--- config.mk ---
export PLATFORM = sky130hd
export DESIGN_NAME = status_led_pattern_generator
export DESIGN_NICKNAME = d
export VERILOG_FILES = /design/src/rtl/slpg_pkg.sv /design/src/rtl/status_led_pattern_generator.sv
export VERILOG_INCLUDE_DIRS = /design/src /design/src/rtl
export SDC_FILE = /design/constraint.sdc
export NUM_CORES = 1
export LEC_CHECK = 0
export BUFFER_PORTS_ARGS = -buffer_cell sky130_fd_sc_hd__buf_2
export CORE_ASPECT_RATIO = 1.25
export CORE_MARGIN = 1
export CORE_UTILIZATION = 45
export CTS_BUF_LIST = sky130_fd_sc_hd__clkbuf_16
export DETAILED_ROUTE_END_ITERATION = 10
export GPL_ROUTABILITY_DRIVEN = 0
export GPL_TIMING_DRIVEN = 0
export HOLD_SLACK_MARGIN = 0.15
export PLACE_DENSITY = 0.7
export SYNTH_ARGS = -nofsm -noshare
export SYNTH_HDL_FRONTEND = slang
export SYNTH_SLANG_ARGS = --single-unit
--- constraint.sdc ---
create_clock -name clock -period 27.6 [get_ports clock]
set_input_delay 2.76 -clock clock [delete_from_list [all_inputs] [get_ports clock]]
set_output_delay 2.76 -clock clock [all_outputs]
set_load 0.02 [all_outputs]
--- src/rtl/status_led_pattern_generator_assert.svh ---
// ----------------------------------------------------------------------------
// status_led_pattern_generator_assert
// assertion macros shared by the status led pattern generator rtl
// ----------------------------------------------------------------------------
`ifndef STATUS_LED_PATTERN_GENERATOR_ASSERT_SVH
`define STATUS_LED_PATTERN_GENERATOR_ASSERT_SVH

`ifndef NO_ASSERTIONS

// same-cycle implication, checked out of reset
`define SLPG_ASSERT_NOW(label, ante, cons, msg) \
   label: assert property (@(posedge clock) disable iff (reset) (ante) |-> (cons)) \
      else $error(msg);

// next-cycle implication, checked out of reset
`define SLPG_ASSERT_NEXT(label, ante, cons, msg) \
   label: assert property (@(posedge clock) disable iff (reset) (ante) |=> (cons)) \
      else $error(msg);

`else

`define SLPG_ASSERT_NOW(label, ante, cons, msg)
`define SLPG_ASSERT_NEXT(label, ante, cons, msg)

`endif

`endif

--- src/rtl/slpg_pkg.sv ---
// ----------------------------------------------------------------------------
// slpg_pkg
// types, codes, constants and color helpers of the status led pattern generator
// ----------------------------------------------------------------------------
package slpg_pkg;

   // field widths
   localparam int MODE_W   = 8;
   localparam int TIME_W   = 32;
   localparam int PERIOD_W = 16;
   localparam int COLOR_W  = 24;
   localparam int INDEX_W  = 8;

   typedef logic [MODE_W-1:0]   mode_type;
   typedef logic [TIME_W-1:0]   time_type;
   typedef logic [PERIOD_W-1:0] period_type;
   typedef logic [COLOR_W-1:0]  color_type;
   typedef logic [INDEX_W-1:0]  index_type;

   // pattern codes
   localparam mode_type MODE_OFF         = 8'd0;
   localparam mode_type MODE_GREEN       = 8'd1;
   localparam mode_type MODE_SLOW_YELLOW = 8'd2;
   localparam mode_type MODE_FAST_RED    = 8'd3;
   localparam mode_type MODE_RAINBOW     = 8'd4;
   localparam mode_type MODE_RESET       = 8'd255;

   // register indexes
   localparam index_type REG_SLOW_BLINK   = 8'd0;
   localparam index_type REG_FAST_BLINK   = 8'd1;
   localparam index_type REG_RAINBOW_STEP = 8'd2;

   // register reset values
   localparam period_type SLOW_BLINK_RESET   = 16'd250;
   localparam period_type FAST_BLINK_RESET   = 16'd100;
   localparam period_type RAINBOW_STEP_RESET = 16'd20;

   // fixed colors
   localparam color_type COLOR_NONE = 24'h000000;
   localparam color_type LIT_GREEN  = 24'h002000;
   localparam color_type LIT_YELLOW = 24'h202000;
   localparam color_type LIT_RED    = 24'h200000;

   // wheel segment bounds
   localparam logic [7:0] WHEEL_SEG1 = 8'd85;
   localparam logic [7:0] WHEEL_SEG2 = 8'd170;
   localparam logic [7:0] WHEEL_MAX  = 8'd255;

   // wrapping elapsed test
   function automatic logic elapsed(time_type now, time_type stamp, period_type period);
      time_type diff;
      diff = now - stamp;
      return diff >= {{(TIME_W-PERIOD_W){1'b0}}, period};
   endfunction

   // three-segment color wheel, red 23:16 green 15:8 blue 7:0
   function automatic color_type color_wheel(logic [7:0] position);
      logic [7:0] p;
      logic [7:0] q;
      logic [7:0] t;
      color_type  c;
      p = WHEEL_MAX - position;
      if (p < WHEEL_SEG1) begin
         t = 8'(p * 3);
         c = {WHEEL_MAX - t, 8'd0, t};
      end else if (p < WHEEL_SEG2) begin
         q = p - WHEEL_SEG1;
         t = 8'(q * 3);
         c = {8'd0, t, WHEEL_MAX - t};
      end else begin
         q = p - WHEEL_SEG2;
         t = 8'(q * 3);
         c = {t, WHEEL_MAX - t, 8'd0};
      end
      return c;
   endfunction

endpackage

--- src/rtl/status_led_pattern_generator.sv ---
// ----------------------------------------------------------------------------
// status_led_pattern_generator
// turns refresh requests (mode, millisecond time) into rgb status led colors
// ----------------------------------------------------------------------------
//  channel  ports                               direction  beat
//  req      req_valid req_ready req_mode ..     in         one refresh request
//  rsp      rsp_valid rsp_ready rsp_led_color   out        one color word
//  csr      csr_valid csr_ready csr_index ..    in         one register write
//
// one request per cycle sustained while rsp_ready stays high; a req beat passes
// an input register, then the timer and wheel logic into the result register,
// which drives rsp_valid and rsp_led_color.
// the pattern state updates as a request moves into the result register.
// a stalled rsp holds the result register; the input register still takes one
// more beat, then req_ready drops. csr_ready is always high.
// reset is synchronous and restores the register defaults and the state.
// ----------------------------------------------------------------------------
`include "status_led_pattern_generator_assert.svh"

module status_led_pattern_generator (
   input  logic                       clock,
   input  logic                       reset,
   input  logic                       req_valid,
   output logic                       req_ready,
   input  slpg_pkg::mode_type         req_mode,
   input  slpg_pkg::time_type         req_now_ms,
   output logic                       rsp_valid,
   input  logic                       rsp_ready,
   output slpg_pkg::color_type        rsp_led_color,
   input  logic                       csr_valid,
   output logic                       csr_ready,
   input  slpg_pkg::index_type        csr_index,
   input  slpg_pkg::period_type       csr_data
);

   // configuration registers
   slpg_pkg::period_type slow_period_ff, fast_period_ff, step_period_ff;

   // input stage
   logic                 s1_valid_ff;
   slpg_pkg::mode_type   s1_mode_ff;
   slpg_pkg::time_type   s1_now_ff;

   // pattern state
   slpg_pkg::mode_type   prev_mode_ff, prev_mode_in;
   slpg_pkg::time_type   blink_stamp_ff, blink_stamp_in;
   logic                 blink_phase_ff, blink_phase_in;
   logic [7:0]           wheel_pos_ff, wheel_pos_in;
   slpg_pkg::time_type   rainbow_stamp_ff, rainbow_stamp_in;

   // result stage
   logic                 rsp_valid_ff;
   slpg_pkg::color_type  color_ff, color_in;

   logic                 advance;
   logic                 s1_move;
   logic                 s1_dark;
   logic                 mode_change;
   slpg_pkg::period_type blink_period;

   // handshakes
   assign advance   = !rsp_valid_ff || rsp_ready;
   assign req_ready = !s1_valid_ff || advance;
   assign csr_ready = 1'b1;
   assign rsp_valid     = rsp_valid_ff;
   assign rsp_led_color = color_ff;

   // input stage moving into the result register, and its mode being unlit
   assign s1_move = advance && s1_valid_ff;
   assign s1_dark = (s1_mode_ff == slpg_pkg::MODE_OFF) ||
                    (s1_mode_ff > slpg_pkg::MODE_RAINBOW);

   // configuration writes
   always_ff @(posedge clock) begin
      if (reset) begin
         slow_period_ff <= slpg_pkg::SLOW_BLINK_RESET;
         fast_period_ff <= slpg_pkg::FAST_BLINK_RESET;
         step_period_ff <= slpg_pkg::RAINBOW_STEP_RESET;
      end else if (csr_valid) begin
         if (csr_index == slpg_pkg::REG_SLOW_BLINK)   slow_period_ff <= csr_data;
         if (csr_index == slpg_pkg::REG_FAST_BLINK)   fast_period_ff <= csr_data;
         if (csr_index == slpg_pkg::REG_RAINBOW_STEP) step_period_ff <= csr_data;
      end
   end

   // input register
   always_ff @(posedge clock) begin
      if (reset) begin
         s1_valid_ff <= 1'b0;
      end else if (req_ready) begin
         s1_valid_ff <= req_valid;
      end
   end

   always_ff @(posedge clock) begin
      if (req_valid && req_ready) begin
         s1_mode_ff <= req_mode;
         s1_now_ff  <= req_now_ms;
      end
   end

   // mode change restart, then the pattern of the requested mode
   always_comb begin
      mode_change  = s1_mode_ff != prev_mode_ff;
      prev_mode_in = s1_mode_ff;
      if (mode_change) begin
         blink_stamp_in   = s1_now_ff;
         rainbow_stamp_in = s1_now_ff;
         blink_phase_in   = 1'b1;
         wheel_pos_in     = 8'd0;
      end else begin
         blink_stamp_in   = blink_stamp_ff;
         rainbow_stamp_in = rainbow_stamp_ff;
         blink_phase_in   = blink_phase_ff;
         wheel_pos_in     = wheel_pos_ff;
      end
      blink_period = (s1_mode_ff == slpg_pkg::MODE_SLOW_YELLOW) ? slow_period_ff
                                                                : fast_period_ff;
      color_in = slpg_pkg::COLOR_NONE;
      unique case (s1_mode_ff)
         slpg_pkg::MODE_GREEN: begin
            color_in = slpg_pkg::LIT_GREEN;
         end
         slpg_pkg::MODE_SLOW_YELLOW, slpg_pkg::MODE_FAST_RED: begin
            if (slpg_pkg::elapsed(s1_now_ff, blink_stamp_in, blink_period)) begin
               blink_stamp_in = s1_now_ff;
               blink_phase_in = !blink_phase_in;
            end
            if (blink_phase_in) begin
               color_in = (s1_mode_ff == slpg_pkg::MODE_SLOW_YELLOW)
                          ? slpg_pkg::LIT_YELLOW : slpg_pkg::LIT_RED;
            end
         end
         slpg_pkg::MODE_RAINBOW: begin
            if (slpg_pkg::elapsed(s1_now_ff, rainbow_stamp_in, step_period_ff)) begin
               rainbow_stamp_in = s1_now_ff;
               wheel_pos_in     = wheel_pos_in + 8'd1;
            end
            color_in = slpg_pkg::color_wheel(wheel_pos_in);
         end
         default: begin
            color_in = slpg_pkg::COLOR_NONE;
         end
      endcase
   end

   // state and result register
   always_ff @(posedge clock) begin
      if (reset) begin
         rsp_valid_ff     <= 1'b0;
         prev_mode_ff     <= slpg_pkg::MODE_RESET;
         blink_stamp_ff   <= '0;
         blink_phase_ff   <= 1'b0;
         wheel_pos_ff     <= 8'd0;
         rainbow_stamp_ff <= '0;
      end else if (advance) begin
         rsp_valid_ff <= s1_valid_ff;
         if (s1_valid_ff) begin
            prev_mode_ff     <= prev_mode_in;
            blink_stamp_ff   <= blink_stamp_in;
            blink_phase_ff   <= blink_phase_in;
            wheel_pos_ff     <= wheel_pos_in;
            rainbow_stamp_ff <= rainbow_stamp_in;
         end
      end
   end

   always_ff @(posedge clock) begin
      if (s1_move) begin
         color_ff <= color_in;
      end
   end

   // checks
   `SLPG_ASSERT_NEXT(a_req_lands, req_valid && req_ready, s1_valid_ff, "req beat lost")
   `SLPG_ASSERT_NOW(a_backpressure, !advance && s1_valid_ff, !req_ready, "req taken while full")
   `SLPG_ASSERT_NEXT(a_prev_mode, s1_move, prev_mode_ff == $past(s1_mode_ff), "mode not tracked")
   `SLPG_ASSERT_NEXT(a_unknown_off, s1_move && s1_dark, rsp_led_color == '0, "unlit mode lit")

endmodule
## Word level (Yosys, flattened, before mapping)

Cells that the tools add are included.
Widths: inputs -> output; s select.

| cells by class | value |
|---|---|
| bitwise operators | 0 |
| $lt $le $gt $ge | 4 |
| $mul | 3 |
| reductions and logical operators | 13 |
| muxes and demuxes | 20 |
| add/subtract/negate cells | 9 |
| shift operators | 0 |
| equal/unequal tests | 7 |
| div/mod/pow operators | 0 |

Operator list:

| operator | number |
|---|---|
| $mux 32 | 6 |
| $pmux 24 s3 | 1 |
| $ge 32x16->1 | 2 |
| $sub 32x32->32 | 2 |
| $mux 24 | 2 |
| $mux 8 | 4 |
| $sub 8x8->8 const A | 4 |
| $eq 8x2->1 const B | 3 |
| $mul 8x2->8 const B | 3 |
| $mux 22 | 1 |
| $eq 8x1->1 const B | 2 |
| $mux 16 | 1 |
| $mux 14 | 1 |
| $add 8x1->8 const B | 1 |
| $eq 8x3->1 const B | 1 |
| $logic_not 8->1 | 1 |
| $lt 8x7->1 const B | 1 |
| $lt 8x8->1 const B | 1 |
| $ne 8x8->1 | 1 |
| $reduce_and 2->1 | 4 |
| $sub 8x7->8 const B | 1 |
| $sub 8x8->8 const B | 1 |
| $mux 1 | 4 |
| $logic_not 1->1 | 3 |
| 3 further kinds | 5 |

| word-level totals | value |
|---|---|
| RAM bits | 0 |
| register bits | 195 |
| latch bits | 0 |
| output and inout bits | 27 |
| memories kept | 0 |
| input bits | 69 |
| memory bits (read-only) | 0 |
| word-level logic and storage cells | 69 |

## Longest topological paths before layout

Gate-level depths: netlist (run 1).

| logic depth | value |
|---|---|
| word-level depth | 13 |
| depth in mapped cells | 52 |
| mapped depth without buffers | 46 |

## Worst setup path after synthesis (run 1)

Ideal clock, no wire load.

| timing | value |
|---|---|
| path type | reg2reg |
| start | register s1_mode_ff[0], in the netlist prev_mode_in[0] |
| end | register color_ff[15], in the netlist rsp_led_color[15] (data pin) |
| buffers on the path | 6 |
| data arrival time | 8,820 ps |
| stages on the path, launching flop included | 46 |
| setup slack | 18,521 ps |
| library setup time | 259 ps |
| period minus slack after synthesis | 9,079 ps |
| required time | 27,341 ps |
| cell sequence | edfxtp_1 -> buf_2 -> xnor2_1 -> and4_1 -> buf_6 -> nand2_1 -> clkbuf_8 -> clkbuf_1 -> clkbuf_1 -> clkbuf_1 -> nand2_1 -> nand2_1 -> ha_1 -> inv_1 -> ha_1 -> inv_1 -> nand4_1 -> nand4_1 -> [... 10 more ...] -> nor3_1 -> o21ai_0 -> a31o_2 -> or4_4 -> nor4_4 -> nand3_1 -> xnor2_1 -> inv_1 -> ha_1 -> inv_1 -> xnor3_1 -> inv_1 -> fa_1 -> o41a_1 -> a31oi_1 -> xnor3_1 -> mux2i_1 -> nor2_1 |

| between the ends | value |
|---|---|
| longest elaborated chain between the ends | 13 |
| elaborated cells between the ends (all ways) | 24 |
| classes of those cells | add/sub (6); mul (2); order compare (3); eq/ne (5); mux (7); reduce/logical (1) |

RTL lines:

| what | RTL line | text |
|---|---|---|
| start, declared | status_led_pattern_generator.sv:41 | `slpg_pkg::mode_type s1_mode_ff;` |
| start signal, assigned | status_led_pattern_generator.sv:97 | `s1_mode_ff <= req_mode;` |
| $ne 8x8->1 | status_led_pattern_generator.sv:104 | `mode_change = s1_mode_ff != prev_mode_ff;` |
| $mux 32 | status_led_pattern_generator.sv:106 | `if (mode_change) begin` |
| $sub 32x32->32 | slpg_pkg.sv:52 | `diff = now - stamp;` |
| $ge 32x16->1 | slpg_pkg.sv:53 | `return diff >= {{(TIME_W-PERIOD_W){1'b0}}, period};` |
| $mux 8 | status_led_pattern_generator.sv:135 | `if (slpg_pkg::elapsed(s1_now_ff, rainbow_stamp_in, step_period_ff)) begin` |
| $mux 8 | status_led_pattern_generator.sv:120 | `unique case (s1_mode_ff)` |
| $sub 8x8->8 | slpg_pkg.sv:62 | `p = WHEEL_MAX - position;` |
| $sub 8x8->8 | slpg_pkg.sv:71 | `q = p - WHEEL_SEG2;` |
| $mul 8x2->8 | slpg_pkg.sv:72 | `t = 8'(q * 3);` |
| $sub 8x8->8 | slpg_pkg.sv:73 | `c = {t, WHEEL_MAX - t, 8'd0};` |
| $mux 24 | slpg_pkg.sv:66 | `end else if (p < WHEEL_SEG2) begin` |
| $mux 24 | slpg_pkg.sv:63 | `if (p < WHEEL_SEG1) begin` |
| $pmux 24 s3 (*) | status_led_pattern_generator.sv:120 |  |
| net color_in[15] | status_led_pattern_generator.sv:53 | `slpg_pkg::color_type color_ff, color_in;` |
| end signal, assigned | status_led_pattern_generator.sv:170 | `color_ff <= color_in;` |
| end, declared | status_led_pattern_generator.sv:53 |  |

Mark *: on every way through the listed nets, which the timed path passes. The rest lies on a longest branch. The select of a mux whose other input is x is not followed.
A chain may end at the register's enable or synchronous reset.

## Worst setup path after layout (run 1)

Same ends and word-level chain as after synthesis.

==> metrics, run 1 <==
most used cell, CP inv_1; slack of the worst reg-to-reg path 15.68 ns; CP startpoint kind flip-flop; row cnt 72; ranking of synthesized cells by area dfxtp_1, edfxtp_1, ha_1; total number of vias about 13000; hold endpoint rainbow_stamp_ff[25]; first-pass GRT wire length 60.4 mm; multi-input combinational cell area ~9100 µm²; CP peak stage delay 0.70 ns; Resized Gates After CTS 0; Mapped Nets approximately 1800; sequential cell area between 4000 and 5000 µm²; Die Area 32300 µm²; TritonCTS clock tree built; pin count of the biggest net entering global routing 34; number of synthesized flops with an enable pin 64; average wire per standard cell 17.1 µm; hold_sp rainbow_stamp_ff[25]; DRT Pass-1 Iters 5; drt drc 0; most common cell after layout, fill and taps aside nand2_1; Main synth FF type dfxtp_1; #FFs+latches synth 195; Final #Nets around 1900; CP Data Required Time around 28 ns; DPL Wire Length between 20 and 30 mm; Syn Area/Cell 8.62 µm²; Final Critical Period about 12 ns; Worst Skew 0.0186 ns; setup TNS after final layout 0 ns; outcome completed; starting density of the core roughly 46%; final count of hold timing violations 0; Routed Antenna Nets 0; Slew headroom 36.4%; # IOs 96; Reg-to-Reg End rsp_led_color[15]; vias in the first global route 12241; gr ovfl total 0; synthesis-to-layout area growth 11.3%; crit path kind reg -> reg; R2R Path Start prev_mode_in[0]; MaxCap Viol Count 0; overall routed net length 37.2 mm; pwr/cell area roughly 46 nW/µm²; Die H 201 µm; CORE AREA 31000 µm²; Peak VDD IR approximately 0.034 mV; share of cells above drive strength 1 between 9 and 10%; Cells after Synth 1648; Synth top area share 18.5%; H-tree levels 4; Root Buffer clkbuf_16; CTS Hold Buffers Added 0; Worst Setup End Kind flip-flop; clk_lat worst skew 0.47 ns; Worst-Margin Slew 0.951 ns; fmax 83.9 MHz; worst min-delay path class reg -> reg; n_diodes 0; Hold Path Cell Cnt 2; Yosys warnings 0; post-synthesis sequential area ratio about a third; Lkg Pwr 6.92 nW; Iteration-0 DRC Markers 710; crit path max fanout 10; Pwr Total 729 µW; Final period util 43.2%; count of port buffers added during placement 93; clk slew on worst S/H paths 0.08 ns; postcts setup bufs 0; Slew Viols, Final 0; RSZ-0062 raised after global routing no; die span in x 161 µm; GR Util All Layers approximately a quarter; number of vias per cell about 5.8; synthesized area 14200 µm²; slowest CP cell xnor2_1; commonest non-fill, non-tap cells in the layout nand2_1, nor2_1, a21oi_1, mux2i_1, dfxtp_1; critical path data arrival time roughly 12 ns; CTS Sinks between 150 and 200; path depth of the worst reg2reg path 50; clock buffer depth 2; number of antenna violations at the first check in global routing 0; CTS buffer count 17; synth unique cells 104; setup violators final 0; area leader, netlist dfxtp_1; Synth async-reset ratio 0%; fillcell total 2954
worst max-delay path by stage:
| stage | slack [ns] | cells after the start | to | start |
|---|---|---|---|---|
| after floorplan | 18.52 | 45 | rsp_led_color[15] | prev_mode_in[0] |
| after global placement | 15.99 | 40 | rsp_led_color[15] | prev_mode_in[7] |
| after detailed placement | 15.85 | 45 | rsp_led_color[15] | prev_mode_in[0] |
| after CTS | 15.79 | 44 | rsp_led_color[15] | prev_mode_in[7] |
| after global routing | 14.90 | 49 | rsp_led_color[15] | prev_mode_in[7] |
| final | 15.68 | 50 | rsp_led_color[15] | prev_mode_in[0] |
metal layers:
| layer | vias up | track usage [%] | share of wire, % |
|---|---|---|---|
| met5 | - | 0 | 0 |
| met1 | 5932 | 26.7 | 42 |
| met2 | 348 | 41.4 | 50 |
| met4 | 0 | 13.0 | 4.7 |
| li1 | 6157 | - | - |
| met3 | 108 | 3.24 | 3.6 |
cell type report:
class                   instances  area share, %
plain buffers                  67           2.02
clock buffers                  18           2.85
clock inverters                14          0.974
inverters                      71           1.69
multi-input cells            1315           57.4
flip-flops and latches        195           28.7
well taps                     407           3.22
repair buffers                 94           3.12
worst max-delay path: cells and delay by family, from the launching register on:
family / cells / cell delay, ns
buf+inv: 12 / 2.86
xor+xnor: 4 / 1.57
simple gates: 17 / 3.26
fa+ha+maj: 5 / 1.28
flops: 1 / 0.35
mux: 3 / 0.53
compound gates: 9 / 1.85
logic make-up (layout without fill, tap and decap cells):
group,Yosys count,after routing,share of synthesized area (%)
simple gates,585,585,19.5
compound gates,388,388,18.2
flops,195,195,32.0
mux,138,138,9.93
buf+inv,138,264,4.12
fa+ha+maj,120,120,10.7
xor+xnor,83,83,5.57
other cells,1,1,0.0264
stage by stage:
stage          instance area, µm²  util [%]  instances  setup WS, ns  hold WS (ns)
2_1_floorplan               14200         -       1648         18.52         0.433
3_3_place_gp                15200      49.0       2148         15.99         0.441
3_5_place_dp                15200      49.1       2149         15.85         0.446
4_1_cts                     15800      51.0       2181         15.79         0.456
5_1_grt                     15800      51.0       2181         14.90         0.475
6_report                    15800      51.0       2181         15.68         0.456
synth_stat cells, types with 28 or more instances:
cell	count
inv_1	71
a21oi_1	134
xnor2_1	49
a21o_1	46
ha_1	115
clkbuf_1	53
nor2_1	154
edfxtp_1	64
o21ai_0	55
dfxtp_1	131
nand2_1	213
nand3_1	32
xor2_1	28
mux2i_1	133
nor3_1	29
sequential cells by signal (all words and copies together) (netlist names), 8 cells and up:
register,cells
blink_stamp_ff,32
wheel_pos_ff,8
rsp_led_color,24
rainbow_stamp_ff,32
prev_mode_ff,8
s1_now_ff,32
fast_period_ff,16
prev_mode_in,8
slow_period_ff,16
step_period_ff,16
power by group:
part	leakage [nW]	internal (mW)	switching [mW]	total (mW)
registers	1.68	0.307	0.0101	0.318
logic	4.95	0.0627	0.0913	0.154
clock network	0.295	0.127	0.130	0.257
total	6.92	0.497	0.231	0.729
Note: power is estimated with default switching activity, not from simulation.
==> run 2, diff against run 1 <==
==> constraint.sdc (replaced) <==
create_clock -name clock -period 11.4 [get_ports clock]
set_input_delay 1.14 -clock clock [delete_from_list [all_inputs] [get_ports clock]]
set_output_delay 1.14 -clock clock [all_outputs]
set_load 0.02 [all_outputs]
==> run 2 against run 1 <==
  * Setup slack got worse by 15 ns
  * Largest power group unchanged
  * Register-to-register slack got worse by 15 ns
  * Non-clock buffer count rose by 4
  * Flip-flop and latch count did not move
  * Largest cell class unchanged
  * Critical path depth fell by 5
  * Hold slack got worse by 0.00091 ns
  * Die area did not move
  * Critical path type unchanged
==> metrics, run 2 (synthesis gave the netlist of run 1 again) <==
biggest regs blink_stamp_ff: 32 flops, rainbow_stamp_ff: 32 flops, s1_now_ff: 32 flops (unchanged); Slew Viols, Final 0 (unchanged); CP peak stage delay 0.53 ns (was 0.70 ns); outcome completed (unchanged); WP buf/inv 10 (was 12); CTS Sinks 195 (unchanged); first-pass GRT wire length 60.4 mm (unchanged); Routed Antenna Nets 0 (unchanged); # IOs 96 (unchanged); CTS Hold Buffers Added 0 (unchanged); CTS buffer count 17 (unchanged); starting density of the core 45.8% (unchanged); Max Used Layer met4 (unchanged); worst min-delay path class reg -> reg (unchanged); H-tree levels 4 (unchanged); CP startpoint kind flip-flop (unchanged); fillcell total 2943 (was 2954); Die Area 32300 µm² (unchanged); crit path kind reg -> reg (unchanged); Final Util 51.3% (was 51.0%); row cnt 72 (unchanged); setup TNS after final layout 0 ns (unchanged); drt drc 0 (unchanged); share of cells above drive strength 1 10.9% (was 9.86%); Worst-Margin Slew 0.963 ns (was 0.951 ns); Critical path destination rsp_led_color[15] (unchanged); GR Util All Layers 23.3% (about the same); Root Buffer clkbuf_16 (unchanged); critical path data arrival time 11.01 ns (was 12.14 ns); slack of the worst reg-to-reg path 0.61 ns (was 15.68 ns); gr ovfl total 0 (unchanged); Finished Cell Area 15900 µm² (was 15800 µm²); Metal-1 WL 15.4 mm (was 15.6 mm); Slew headroom 35.6% (was 36.4%); setup violators final 0 (unchanged); met3 wire length 1.50 mm (was 1.32 mm); crit path max fanout 10 (unchanged); die span in x 161 µm (unchanged); clk slew on worst S/H paths 0.08 ns (about the same); slowest CP cell a21oi_1 (was xnor2_1); R2R Path Start prev_mode_in[7] (was prev_mode_in[0]); Lkg Pwr 6.97 nW (was 6.92 nW); Worst Skew 0.0167 ns (was 0.0186 ns); critical path depth in cells 45 (was 50); DRT Pass-1 Iters 5 (unchanged); Reg-to-Reg End rsp_led_color[15] (unchanged); routed wl met2 18.5 mm (about the same); vias in the first global route 12241 (unchanged); Final period util 94.6% (was 43.2%); Final #Nets 1952 (was 1948); most used cell, CP inv_1 (unchanged); synthesis-to-layout area growth 12.0% (was 11.3%); number of antenna violations at the first check in global routing 0 (unchanged); CP Data Required Time 11.62 ns (was 27.82 ns); path depth of the worst reg2reg path 45 (was 50); pwr/cell area 111 nW/µm² (was 46.1 nW/µm²); clock buffer depth 2 (unchanged); fmax 92.7 MHz (was 83.9 MHz); CORE AREA 31000 µm² (unchanged); pin count of the biggest net entering global routing 34 (unchanged); Crit path max-delay family compound AO/OA/AOI/OAI gates (was simple AND/OR/NAND/NOR gates); Final Critical Period 10.79 ns (was 11.92 ns); Peak VDD IR 0.0829 mV (was 0.0342 mV); Iteration-0 DRC Markers 694 (was 710); most common cell after layout, fill and taps aside nand2_1 (unchanged); Worst Setup End Kind flip-flop (unchanged); average wire per standard cell 17.1 µm (about the same); final count of hold timing violations 0 (unchanged); worst setup path start prev_mode_in[7] (was prev_mode_in[0]); n_diodes 0 (unchanged); MaxCap Viol Count 0 (unchanged); Die H 201 µm (unchanged); RSZ-0062 raised after global routing yes (was no); count of port buffers added during placement 93 (unchanged); commonest non-fill, non-tap cells in the layout nand2_1, nor2_1, a21oi_1, mux2i_1, dfxtp_1 (unchanged); number of vias per cell 5.73 (was 5.75); total number of vias 12528 (was 12545); DPL Wire Length 29.4 mm (unchanged); overall routed net length 37.3 mm (was 37.2 mm); Placed Area 15200 µm² (unchanged); TritonCTS clock tree built (unchanged); clk_lat worst skew 0.48 ns (was 0.47 ns)
[run 2: worst min-delay path by stage]
stage | from | endpoint | depth (start not counted)
floorplan | slow_period_ff[0] | slow_period_ff[0] | 2
global placement | slow_period_ff[9] | slow_period_ff[9] | 2
detailed placement | rainbow_stamp_ff[19] | rainbow_stamp_ff[19] | 2
CTS | rainbow_stamp_ff[19] | rainbow_stamp_ff[19] | 2
global route | rainbow_stamp_ff[28] | rainbow_stamp_ff[28] | 2
finish | rainbow_stamp_ff[25] | rainbow_stamp_ff[25] | 2
[run 2: final cells by class]
type / count / area [µm²] / area share, %
Multi-Input combinational cell: 1315 / 9130 / 57.4
Sequential cell: 195 / 4540 / 28.6
Timing Repair Buffer: 98 / 523 / 3.29
Tap cell: 407 / 509 / 3.20
Clock buffer: 18 / 450 / 2.83
Buffer: 67 / 325 / 2.05
Inverter: 71 / 267 / 1.68
Clock inverter: 14 / 154 / 0.968
[run 2: repair_timing]
action                                  4_1_cts  5_1_grt
buffers inserted                              0        4
gates resized for setup                       2       18
endpoints found under the setup margin        5       20
[run 2: per-stage QoR]
step / power [mW] / cells / hold slack, ns / worst slack (ns)
floorplan: 1.05 / 1648 / 0.433 / 2.32
global placement: 1.14 / 2148 / 0.441 / -0.213
detailed placement: 1.15 / 2149 / 0.446 / -0.351
CTS: 1.77 / 2181 / 0.456 / 0.00363
global route: 1.85 / 2185 / 0.475 / -0.0542
finish: 1.76 / 2185 / 0.455 / 0.613
[run 2: worst min-delay path, stage by stage, from the launching register on]
cell and delay, ns:
dfxtp_1 0.31, nand2_1 0.05, a21oi_1 0.05
[run 2: layer usage]
layer	vias to the layer above	global-route usage (%)
met3	122	3.24
met4	0	13.0
li1	6162	-
met5	-	0
met2	360	41.4
met1	5884	26.8
[run 2: report_power, final]
group | switching (mW) | internal (mW) | total, mW
sequential | 0.0246 | 0.744 | 0.769
clock | 0.315 | 0.307 | 0.622
combinational | 0.222 | 0.152 | 0.374
